$ cat config.mk
export PLATFORM = sky130hd
export DESIGN_NAME = ccf_mac
export DESIGN_NICKNAME = d
export VERILOG_FILES = /design/src/rtl/core/ccf_pkg.sv /design/src/rtl/core/ccf_mac.sv
export SDC_FILE = /design/constraint.sdc
export NUM_CORES = 2
export LEC_CHECK = 0
export ABC_AREA = 0
export BUFFER_PORTS_ARGS = -buffer_cell sky130_fd_sc_hd__buf_2
export CAP_MARGIN = 15
export CORE_ASPECT_RATIO = 0.6
export CORE_MARGIN = 5
export CORE_UTILIZATION = 59
export DETAILED_ROUTE_END_ITERATION = 6
export HOLD_SLACK_MARGIN = 0.06
export PLACE_DENSITY = 0.8
export SYNTH_ARGS = -nofsm -noshare
export SYNTH_HDL_FRONTEND = slang
export SYNTH_SLANG_ARGS = --single-unit
$ cat constraint.sdc
create_clock -name clk -period 8 [get_ports clk]
set_input_delay 0.4 -clock clk [delete_from_list [all_inputs] [get_ports clk]]
set_output_delay 0.4 -clock clk [all_outputs]
set_load 0.02 [all_outputs]
$ cat src/rtl/core/ccf_pkg.sv
package ccf_pkg;

  localparam int KERNEL_SIZE     = 5;
  localparam int CROSS_SIZE      = 3;
  localparam int MAX_WIDTH       = 1024;
  localparam int COEFF_FRAC_BITS = 12;

  localparam int ADDR_W = 4;

  typedef enum logic [1:0] {
    OP_PIXEL = 2'd0,
    OP_MAIN  = 2'd1,
    OP_CROSS = 2'd2,
    OP_NONE  = 2'd3
  } op_t;

  typedef enum logic [1:0] {
    REG_WIDTH = 2'd0,
    REG_ZERO  = 2'd1,
    REG_GAIN  = 2'd2,
    REG_NONE  = 2'd3
  } reg_t;

  typedef enum logic [2:0] {
    ST_IDLE,
    ST_LOAD,
    ST_CALC,
    ST_MUL,
    ST_DONE
  } state_t;

  // Per-step control for the multiply-accumulate unit
  typedef struct packed {
    logic               clear;
    logic               step;
    logic               centre;
    logic signed [15:0] k;
    logic signed [15:0] lo;
    logic signed [15:0] hi;
    logic        [7:0]  zero;
  } mac_ctl_t;

endpackage

$ cat src/rtl/core/ccf_mac.sv
module ccf_mac #(
  parameter int MW = 32,
  parameter int XW = 32,
  parameter int F  = ccf_pkg::COEFF_FRAC_BITS
) (
  input  logic                 clk,
  input  ccf_pkg::mac_ctl_t    ctl,
  input  logic [23:0]          pix,
  output logic signed [MW-1:0] m_acc [3],
  output logic signed [XW-1:0] x_acc [3]
);

  logic signed [8:0]    d   [3];
  logic signed [24:0]   pk  [3];
  logic signed [24:0]   pl  [3];
  logic signed [24:0]   ph  [3];
  logic signed [MW-1:0] cen [3];

  always_comb begin
    for (int c = 0; c < 3; c++) begin
      d[c] = $signed({1'b0, pix[23-8*c -: 8]}) - $signed({1'b0, ctl.zero});
    end
    for (int c = 0; c < 3; c++) begin
      pk[c]  = d[c] * ctl.k;
      // lower weight on the next channel, higher on the one after
      pl[c]  = d[(c+1)%3] * ctl.lo;
      ph[c]  = d[(c+2)%3] * ctl.hi;
      cen[c] = ctl.centre ? (MW'(d[c]) <<< F) : '0;
    end
  end

  always_ff @(posedge clk) begin
    for (int c = 0; c < 3; c++) begin
      if (ctl.clear) begin
        m_acc[c] <= '0;
        x_acc[c] <= '0;
      end else if (ctl.step) begin
        m_acc[c] <= m_acc[c] + MW'(pk[c]) + cen[c];
        x_acc[c] <= x_acc[c] + XW'(pl[c]) + XW'(ph[c]);
      end
    end
  end

endmodule

==> metrics.md <==
| Metric | Value |
|---|---|
| Startpoint class of the critical path | input port |
| Final count of hold timing violations | 0 |
| Clock root buffer | clkbuf_16 |
| Clk_lat worst skew | 0.57 ns |
| Most numerous cell on the critical path | fa_1 |
| Synthesized flop and latch total | 192 |
| Top-count cell post-synth | fa_1 |
| Critical path arrival | 8.32 ns |
| H-tree Lvls | 4 |
| Final setup vio count | 0 |
| Area leader, netlist | fa_1 |
| Drt wl/cell | 21.64 um |
| CTS clock-pin slew for the worst setup and hold paths | 0.09 ns |
| FF+latch area | around 3800 um2 |
| Vias in the first global route | 52465 |
| Crit path to | x_acc[88] |
| Core area | 106800 um2 |
| Fin crit share | 98.36% |
| Cell variety after synth | 84 |
| Sequential fraction of the synthesis area | 6.080% |
| Critical Path RT | about 8.5 ns |
| Synth top area cells | fa_1 49%, ha_1 9.6%, inv_1 9.0%, dfxtp_1 6.1%, and2_1 3.9% |
| Via/cell ratio | 5.599 |
| Crit-path slowest cell | fa_1 |
| Total Routed Length | 187500 um |
| Fillers | 8488 |
| Final nets | roughly 9300 |
| Cells after Synth | between 6000 and 7000 |
| Max-cap viol count | 0 |
| Worst Reg-to-Reg Cells | 18 |
| Synth Flop Type | dfxtp_1 |
| Starting DRT DRC Count | 4236 |
| Final min period | about 8 ns |
| GR Util All Layers | 34.26% |
| Ys Warns | 0 |
| Syn_nets | slightly below 9000 |
| Routability Congestion | 0.9455 |
| Pins Over Slew Limit | 0 |
| Hold Crit Class | in -> reg |
| Crit path kind | in -> reg |
| CP Launch Point | ctl[0] |
| Largest net degree at the start of global routing | 68 |
| Synthesized area | 63220 um2 |
| Area Growth Syn to Fin | 11.36% |
| Total number of vias | 48513 |
| Run status | completed |
| Rows | 93 |
| I/O pins | 276 |
| DP HPWL | 149600 um |
| Mapped Avg Cell Area | between 9 and 10 um2 |
| Crit Path Max Fanout | 4 |
| Top cells by count, synth | 1541 x fa_1, 1517 x inv_1, 623 x nand2_1 |
| First-pass GRT wire length | 300100 um |
| Crit. End Element | flip-flop |
| Number of synthesized flops with an enable pin | 0 |
| Multi-input gate area | 53030 um2 |
| DIE HEIGHT | 263.6 um |
| Initial Utilization | 59.18% |
| Reg-to-reg endpoint | x_acc[63] |
| CTS tree | done |
| Post-synthesis async set-or-reset flop share | 0% |
| DRC | 0 |
| Fmax | 0.1271 GHz |
| Initial antenna violation count | 5 |
| Worst R2R Setup Slack | 2.18 ns |
| Die Width | 432.6 um |
| TNS Setup | 0 ns |
| Num CTS Buffers | 17 |
| First drt pass iteration count | 5 |
| Grt ovf | 0 |
| Clock Tree Buf Depth | 2 |
| Top cell type's share of synthesized area | 48.80% |
| RR Startpoint | x_acc[40] |
| Port Buffers | around 280 |
| Fin Clk Skew | around 0.017 ns |
| ANT nets after route | 0 |
| CTS Sinks | 192 |
| Max stage delay on crit path | 0.58 ns |
| DIE AREA | 114000 um2 |
| Layout cell share with drive strength beyond 1 | between 10% and 20% |
| Hold_buf cts | 0 |
| Measured slew at the worst slew-check pin | 1.162 ns |
| Relative slew slack | 22.37% |
[critical path: cells and delay by family]
family	cells	cell delay, ns
buffers and inverters	7	0.91
and+or+nand+nor	4	0.52
AOI/OAI and AO/OA	12	2.09
adders and majority gates	10	4.38
[flip-flops by register name (all words and copies together), names as in the netlist]
name   count
x_acc     96
m_acc     96
[cells in the final DEF, fill, tap and decap left out, drive strengths merged, types with 19 or more instances in the layout]
cell | netlist | routed
nor3 | 31 | 31
o22ai | 21 | 21
dfxtp | 192 | 192
buf | 19 | 761
nand3 | 30 | 30
xnor2 | 122 | 122
and3 | 19 | 19
clkbuf | 276 | 20
ha | 487 | 487
a21o | 85 | 85
or3 | 64 | 64
o21ai | 127 | 127
nand2 | 623 | 623
mux2i | 79 | 79
and2 | 397 | 397
nor2b | 61 | 61
a21oi | 183 | 183
nor2 | 270 | 270
xor2 | 62 | 62
inv | 1517 | 1523
nand2b | 285 | 285
a211oi | 30 | 30
o21a | 25 | 25
o21bai | 27 | 27
fa | 1541 | 1541
[cell families (layout without fill, tap and decap cells)]
logic type               after synthesis  count (layout)  synth area share [%]
AND/OR/NAND/NOR                     1817            1817                 14.40
XOR/XNOR                             184             184                 2.549
multiplexers                          90              90                 1.447
adder cells (fa/ha/maj)             2028            2028                 58.44
other                                  0               4                     0
AO/OA/AOI/OAI                        614             614                 6.314
flip-flops                           192             192                 6.080
buffers and inverters               1813            2311                 10.77
[per-layer routing]
metal / vias up / global-route usage [%] / share of wire (%)
met5: - / 0 / 0.028
li1: 21073 / - / -
met1: 24455 / 50.22 / 42
met2: 2635 / 48.61 / 42
met3: 344 / 11.08 / 13
met4: 6 / 10.54 / 3.6
[cell type report]
cell class / instances / share of cell area [%]
Timing Repair Buffer: 762 / 7.712
Clock inverter: 12 / 0.2435
Sequential cell: 192 / 5.460
Antenna cell: 4 / 0.01422
Tap cell: 1425 / 2.533
Multi-Input combinational cell: 4733 / 75.33
Inverter: 1518 / 8.096
Clock buffer: 19 / 0.6150
[repair_timing]
action	in CTS	in global routing
pin swaps	0	25
gates cloned	0	1
setup endpoints to repair	4	54
resized for setup	2	64
setup buffers	0	15
[worst min-delay path by stage]
stage	to	startpoint	slack, ns	depth (start not counted)
after floorplan	m_acc[75]	m_acc[75]	0.55	2
after global placement	m_acc[89]	m_acc[89]	0.47	2
after detailed placement	m_acc[89]	m_acc[89]	0.48	2
after CTS	x_acc[86]	ctl[58]	0.20	2
after global routing	x_acc[86]	ctl[58]	0.22	2
final	x_acc[86]	ctl[58]	0.25	2
[through the flow]
step | worst slack [ns] | cells | hold WS [ns] | util [%] | cell area, um2
5_1_grt | -0.06622 | 8663 | 0.2207 | 65.90 | 70390
2_1_floorplan | 0.1062 | 6738 | 0.5528 | - | 63220
3_3_place_gp | -0.4298 | 8614 | 0.4669 | 64.94 | 69360
6_report | 0.1315 | 8665 | 0.2451 | 65.90 | 70400
4_1_cts | 0.007647 | 8645 | 0.1966 | 65.50 | 69970
3_5_place_dp | -0.6857 | 8614 | 0.4759 | 64.94 | 69360
Power is not shown: default switching activity piles up to over one toggle a cycle in this logic, so the estimate is an artifact.
