--- src/rtl/core/ccf_cell.sv ---
module ccf_cell (
  input  logic        clk,
  input  logic        shift,
  input  logic [23:0] din,
  output logic [23:0] dout
);

  always_ff @(posedge clk) begin
    if (shift) begin
      dout <= din;
    end
  end

endmodule

--- config.mk ---
export PLATFORM = sky130hd
export DESIGN_NAME = ccf_cell
export DESIGN_NICKNAME = d
export VERILOG_FILES = /design/src/rtl/core/ccf_cell.sv
export SDC_FILE = /design/constraint.sdc
export NUM_CORES = 1
export LEC_CHECK = 0
export ABC_CLOCK_PERIOD_IN_PS = 800
export BUFFER_PORTS_ARGS = -buffer_cell sky130_fd_sc_hd__buf_2
export CORE_MARGIN = 4
export CORE_UTILIZATION = 35
export DETAILED_ROUTE_END_ITERATION = 8
export PLACE_DENSITY = 0.7
export SLEW_MARGIN = 20
export SYNTH_ARGS = -nofsm -noshare
export SYNTH_HDL_FRONTEND = slang
export SYNTH_SLANG_ARGS = --single-unit
--- constraint.sdc ---
create_clock -name clk -period 0.8 [get_ports clk]
set_clock_uncertainty 0.2 [all_clocks]
set_input_delay 0.12 -clock clk [delete_from_list [all_inputs] [get_ports clk]]
set_output_delay 0.12 -clock clk [all_outputs]
set_load 0.03 [all_outputs]
==> results.sh, run 1 <==
export IMPL_violations="negative hold slack, negative setup slack"
export IMPL_root_buffer="clkbuf_4"
export IMPL_multi_input_area_sq_um=0
export IMPL_p_sw_uw=624.9
export IMPL_drtAntennaViolNets=0
export IMPL_finalWorstSetupSlack_ns=-0.3871
export IMPL_critPathMaxStageDelay_ns=0.41
export IMPL_switching_share_pct=24.74
export IMPL_drtIter0Drc=6
export IMPL_portBuffers=49
export IMPL_cts_buffer_depth=2
export IMPL_antenna_found_initial=0
export IMPL_min_period_ns=1.187
export IMPL_dr_pass1_iters=4
export IMPL_largest_register="dout"
export IMPL_synth_commonest_cells="edfxtp_1"
export IMPL_seq_power_share_pct=60.8
export IMPL_crit_fanout=1
export IMPL_fp_dieH_um=53.38
export IMPL_grt_pass1_vias=413
export IMPL_max_freq_mhz=842.4
export IMPL_period_share_pct=148.4
export IMPL_min_path_cells=1
export IMPL_cp_arrival_ns=0.87
export IMPL_cts_sinks=24
export IMPL_tightest_slew_ns=0.1226
export IMPL_die_x_um=53.38
export IMPL_ys_ff_latch=24
export IMPL_cts_tree="built"
export IMPL_via_count=429
export IMPL_post_place_ws_ns=-0.1038
export IMPL_n_antenna_cell=0
export IMPL_wl_per_cell_um=12.87
export IMPL_p_per_area_nw_per_um2=2112
export IMPL_gp_congestion=0.6595
export IMPL_min_path_type="in -> reg"
export IMPL_vias_per_cell=4.086
export IMPL_synthSimpleGateAreaFrac_pct=0
export IMPL_drc_errors=0
export IMPL_synth_top_area_cell="edfxtp_1"
export IMPL_critPathTopFamily="flip-flops"
export IMPL_row_count=16
export IMPL_postSynthAreaPerCell_sq_um=30.03
export IMPL_p_leak_uw=0.0005032
export IMPL_multi_input_cells=0
export IMPL_grt_pass1_wl_um=1883
export IMPL_fin_hold_ws_ns=-0.2120
export IMPL_power_frac_comb_pct=19.6
export IMPL_syn_inst=24
export IMPL_ys_seq_area_share_pct=100.0
export IMPL_synth_compound_area_share_pct=0
export IMPL_min_from="din[7]"
export IMPL_critPathSlowestCell="edfxtp_1"
export IMPL_start_util_pct=36.73
export IMPL_grt_overflow_total=0
export IMPL_cts_setup_buffers=0
export IMPL_crit_path_cell_trace="buf_6"
export IMPL_synth_edff_count=24
export IMPL_total_power_uw=2526
export IMPL_clkPwrFrac_pct=19.6
export IMPL_slew_headroom_pct=91.82
export IMPL_finalSetupViolations=24
export IMPL_grt_max_degree=25
export IMPL_holdPathEnd="dout[7]"
export IMPL_htreeDepth=1
export IMPL_vdd_drop_max_v=0.0009781
export IMPL_synth_warnings=0
export IMPL_yosysMostFrequentCell="edfxtp_1"
export IMPL_drive_above_1_share_pct=67.95
export IMPL_reg_top3="dout: 24 flops"
export IMPL_synth_nets=50
export IMPL_endpoint_kind="primary output"
export IMPL_synth_cell_type_count=1
export IMPL_synth_flop_cell="edfxtp_1"
export IMPL_synth_xor_area_share_pct=0
export IMPL_boundaryPins=50
export IMPL_core_region_area_sq_um=1962
export IMPL_internal_power_uw=1901
export IMPL_finalHoldViolCount=24
export IMPL_numCtsBuffers=3
export IMPL_rsz0062_at_grt="true"
export IMPL_clk_pin_slew_worst_paths_ns=0.11
export IMPL_worstSetupPathType="reg -> out"
export IMPL_synth_top_area_share_pct=100.0
export IMPL_critPathLaunchType="flop"
export IMPL_die_area_sq_um=2849
export IMPL_synth_area_leaders="edfxtp_1"
export IMPL_grt_usage_pct=9.868
export IMPL_maxCapViolCount=0
export IMPL_syn_area_sq_um=720.7
export IMPL_finalNetCount=105
export IMPL_wl_um=1351
export IMPL_cp_required_ns=0.48
export IMPL_async_flop_share_pct=0
export IMPL_crit_buf_inv=1
export IMPL_slew_violations=0
export IMPL_synthMuxAreaShare_pct=0
export IMPL_largest_reg_flops=24
export IMPL_synthAdderAreaFrac_pct=0
export IMPL_status="finished, violations left"
export IMPL_area_growth_pct=65.97
[timing repair]
| action | CTS | global route |
|---|---|---|
| endpoints found under the hold margin | 24 | 24 |
| resized for setup | 48 | 0 |
| endpoints found under the setup margin | 24 | 24 |
[metal layers]
metal,up-vias,global-route usage (%),part of all wire [%]
li1,204,-,-
met1,199,10.36,32
met2,24,16.94,60
met3,2,1.972,7.0
met4,0,7.660,1.3
met5,-,0,0
[power by group through the flow]
stage | Clock, uW | Combinational [uW] | Sequential, uW
after floorplan | 0 | 0 | 1750
after global placement | 0 | 384 | 1540
after detailed placement | 0 | 388 | 1540
after CTS | 528 | 497 | 1540
after global routing | 577 | 519 | 1540
final | 496 | 494 | 1540
[worst max path at each step]
| stage | from | to | slack (ns) | cells after the start |
|---|---|---|---|---|
| 2_1_floorplan | dout[0] | dout[0] | -0.02 | 0 |
| 3_3_place_gp | shift | dout[1] | -0.1 | 2 |
| 3_5_place_dp | shift | dout[11] | -0.10 | 2 |
| 4_1_cts | dout[16] | dout[16] | -0.40 | 1 |
| 5_1_grt | dout[16] | dout[16] | -0.43 | 1 |
| 6_report | dout[12] | dout[12] | -0.39 | 1 |
[per-stage QoR]
stage	cell area, sq um	setup TNS, ns	std cells	util [%]
after floorplan	720.7	-0.3738	24	-
after global placement	1020	-3.096	101	51.98
after detailed placement	1020	-3.376	101	51.98
after CTS	1196	-9.226	105	60.97
after global routing	1196	-9.875	105	60.97
final	1196	-8.790	105	60.97
[final cells by class]
type / count / area, sq um
fill: 166 / 765.7
clock buffer: 3 / 22.52
sequential: 24 / 720.7
clock inverter: 1 / 3.754
tap: 27 / 33.78
timing repair buffer: 50 / 415.4
[cell usage in the layout, fill, tap and decap left out]
| cell type | synthesis | routed |
|---|---|---|
| buf_6 | 0 | 24 |
| clkbuf_4 | 0 | 3 |
| clkinv_1 | 0 | 1 |
| buf_2 | 0 | 25 |
| buf_12 | 0 | 1 |
| edfxtp_1 | 24 | 24 |
[cells by family after synthesis]
kind of cell and count (synthesis):
DFF 24
No activity file was read; power rests on OpenSTA's default activity.
==> run 2, diff against run 1 <==
--- a/config.mk
+++ b/config.mk
@@ -8,9 +8,9 @@
 export ABC_CLOCK_PERIOD_IN_PS = 800
 export BUFFER_PORTS_ARGS = -buffer_cell sky130_fd_sc_hd__buf_2
 export CORE_MARGIN = 4
-export CORE_UTILIZATION = 35
+export CORE_UTILIZATION = 38
 export DETAILED_ROUTE_END_ITERATION = 8
-export PLACE_DENSITY = 0.7
+export PLACE_DENSITY = 0.75
 export SLEW_MARGIN = 20
 export SYNTH_ARGS = -nofsm -noshare
 export SYNTH_HDL_FRONTEND = slang
==> run 2 against run 1 <==
- the flow still finishes with violations (negative hold slack, negative setup slack)
- critical path depth is the same
- cell count shrank 0.95%
- flip-flop and latch count is the same
- setup slack lost 0.015 ns
- global-route usage grew 1.8 points
- utilization grew 7.1 points
- via count grew 2.8%
- die area shrank 6.7%
- sequential share of layout area shrank 0.25 points
- non-clock buffer count grew 1
- count of clock-buffer cells in the layout is the same
- critical path type unchanged
- highest routed layer unchanged
==> results.sh, run 2 (same netlist as run 1, synthesis figures left out) <==
export IMPL_p_sw_uw=636.3
export IMPL_critPathSlowestCell="edfxtp_1"
export IMPL_m1WireLength_um=531
export IMPL_cts_setup_buffers=0
export IMPL_critPathMaxStageDelay_ns=0.42
export IMPL_vias_per_cell=4.240
export IMPL_multi_input_area_sq_um=0
export IMPL_cts_tree="built"
export IMPL_slew_headroom_pct=91.82
export IMPL_max_freq_mhz=831.8
export IMPL_crit_fanout=1
export IMPL_clk_pin_slew_worst_paths_ns=0.12
export IMPL_numCtsBuffers=3
export IMPL_violations="negative hold slack, negative setup slack"
export IMPL_min_path_cells=1
export IMPL_reg_top3="dout: 24 flops"
export IMPL_largest_reg_flops=24
export IMPL_status="finished, violations left"
export IMPL_layout_common_cells="buf_2, edfxtp_1, buf_6"
export IMPL_power_frac_comb_pct=19.7
export IMPL_tightest_slew_ns=0.1226
export IMPL_grt_usage_pct=11.64
export IMPL_portBuffers=49
export IMPL_post_layout_nonfiller_instances=104
export IMPL_nFillCells=126
export IMPL_wl_per_cell_um=14.84
export IMPL_vdd_drop_max_v=0.001575
export IMPL_clkPwrFrac_pct=19.6
export IMPL_wl_um=1543
export IMPL_rsz0062_at_grt="true"
export IMPL_fp_dieH_um=51.55
export IMPL_endpoint_kind="primary output"
export IMPL_critical_path_endpoint="dout[22]"
export IMPL_min_period_ns=1.202
export IMPL_internal_power_uw=1904
export IMPL_grt_max_degree=23
export IMPL_finalNetCount=106
export IMPL_area_growth_pct=66.67
export IMPL_switching_share_pct=25.05
export IMPL_row_count=15
export IMPL_antenna_found_initial=0
export IMPL_met2WireLength_um=888
export IMPL_fin_hold_ws_ns=-0.2133
export IMPL_largest_register="dout"
export IMPL_cp_depth=1
export IMPL_min_path_type="in -> reg"
export IMPL_die_x_um=51.55
export IMPL_slew_violations=0
export IMPL_cts_sinks=24
export IMPL_p_leak_uw=0.0005080
export IMPL_drive_above_1_share_pct=68.35
export IMPL_finalHoldViolCount=26
export IMPL_n_antenna_cell=0
export IMPL_boundaryPins=50
export IMPL_final_setup_tns_ns=-8.921
export IMPL_dr_pass1_iters=2
export IMPL_cp_arrival_ns=0.88
export IMPL_dp_cells=100
export IMPL_wl_met3_um=118
export IMPL_fin_util_pct=68.09
export IMPL_core_region_area_sq_um=1764
export IMPL_seq_power_share_pct=60.7
export IMPL_htreeDepth=1
export IMPL_maxCapViolCount=0
export IMPL_worstSetupPathType="reg -> out"
export IMPL_die_area_sq_um=2657
export IMPL_drtAntennaViolNets=0
export IMPL_critPathTopFamily="flip-flops"
export IMPL_drc_errors=0
export IMPL_drtIter0Drc=11
export IMPL_critPathLaunchType="flop"
export IMPL_crit_buf_inv=1
export IMPL_final_common_cell="buf_2"
export IMPL_cp_required_ns=0.48
export IMPL_startpoint="dout[22]"
export IMPL_cts_buffer_depth=2
export IMPL_grt_pass1_vias=476
export IMPL_finalWorstSetupSlack_ns=-0.4022
export IMPL_finalSetupViolations=24
export IMPL_gp_congestion=0.6900
export IMPL_crit_path_cell_trace="buf_6"
export IMPL_grt_pass1_wl_um=2187
export IMPL_via_count=441
export IMPL_root_buffer="clkbuf_4"
export IMPL_grt_overflow_total=0
export IMPL_multi_input_cells=0
export IMPL_start_util_pct=40.85
export IMPL_p_per_area_nw_per_um2=2115
export IMPL_top_layer="met4"
export IMPL_period_share_pct=150.3
run 2: changes by cell type in the layout (fill, tap and decap cells not counted), sizes merged:
cell and change:
buf +1
run 2: timing repair:
action                                  4_1_cts  5_1_grt
gates resized for setup                      48        0
pin swaps                                     0        0
hold endpoints to repair                     26       26
endpoints found under the setup margin       24       24
run 2: area by class of cell:
| class | count | area, sq um | share of cell area [%] |
|---|---|---|---|
| repair buffers | 51 | 422.9 | 35.21 |
| clock inverters | 1 | 3.754 | 0.3125 |
| well taps | 25 | 31.28 | 2.604 |
| flip-flops and latches | 24 | 720.7 | 60.00 |
| clock buffers | 3 | 22.52 | 1.875 |
run 2: layer usage:
layer,vias to the layer above,track usage [%]
li1,208,-
met1,209,12.82
met2,22,21.40
met3,2,4.011
met4,0,2.620
met5,-,0
run 2: how the worst min path moves through the flow:
stage / startpoint / end
global placement: din[21] / dout[21]
finish: din[12] / dout[12]
global route: din[22] / dout[22]
detailed placement: din[12] / dout[12]
CTS: din[12] / dout[12]
floorplan: din[0] / dout[0]
run 2: power groups by stage:
stage	logic (uW)	registers, uW	clock network (uW)
after floorplan	0	1750	0
after global placement	387	1540	0
after detailed placement	392	1540	0
after CTS	502	1540	509
after global routing	520	1550	571
final	500	1540	499
run 2: stage by stage:
step / power [uW] / area, sq um / hold slack (ns) / setup slack, ns
floorplan: 1752 / 720.7 / 0.01887 / -0.01557
global placement: 1926 / 1025 / 0.09798 / -0.09959
detailed placement: 1934 / 1025 / 0.09812 / -0.1097
CTS: 2550 / 1201 / -0.2156 / -0.4067
global route: 2645 / 1201 / -0.2378 / -0.4437
finish: 2540 / 1201 / -0.2133 / -0.4022
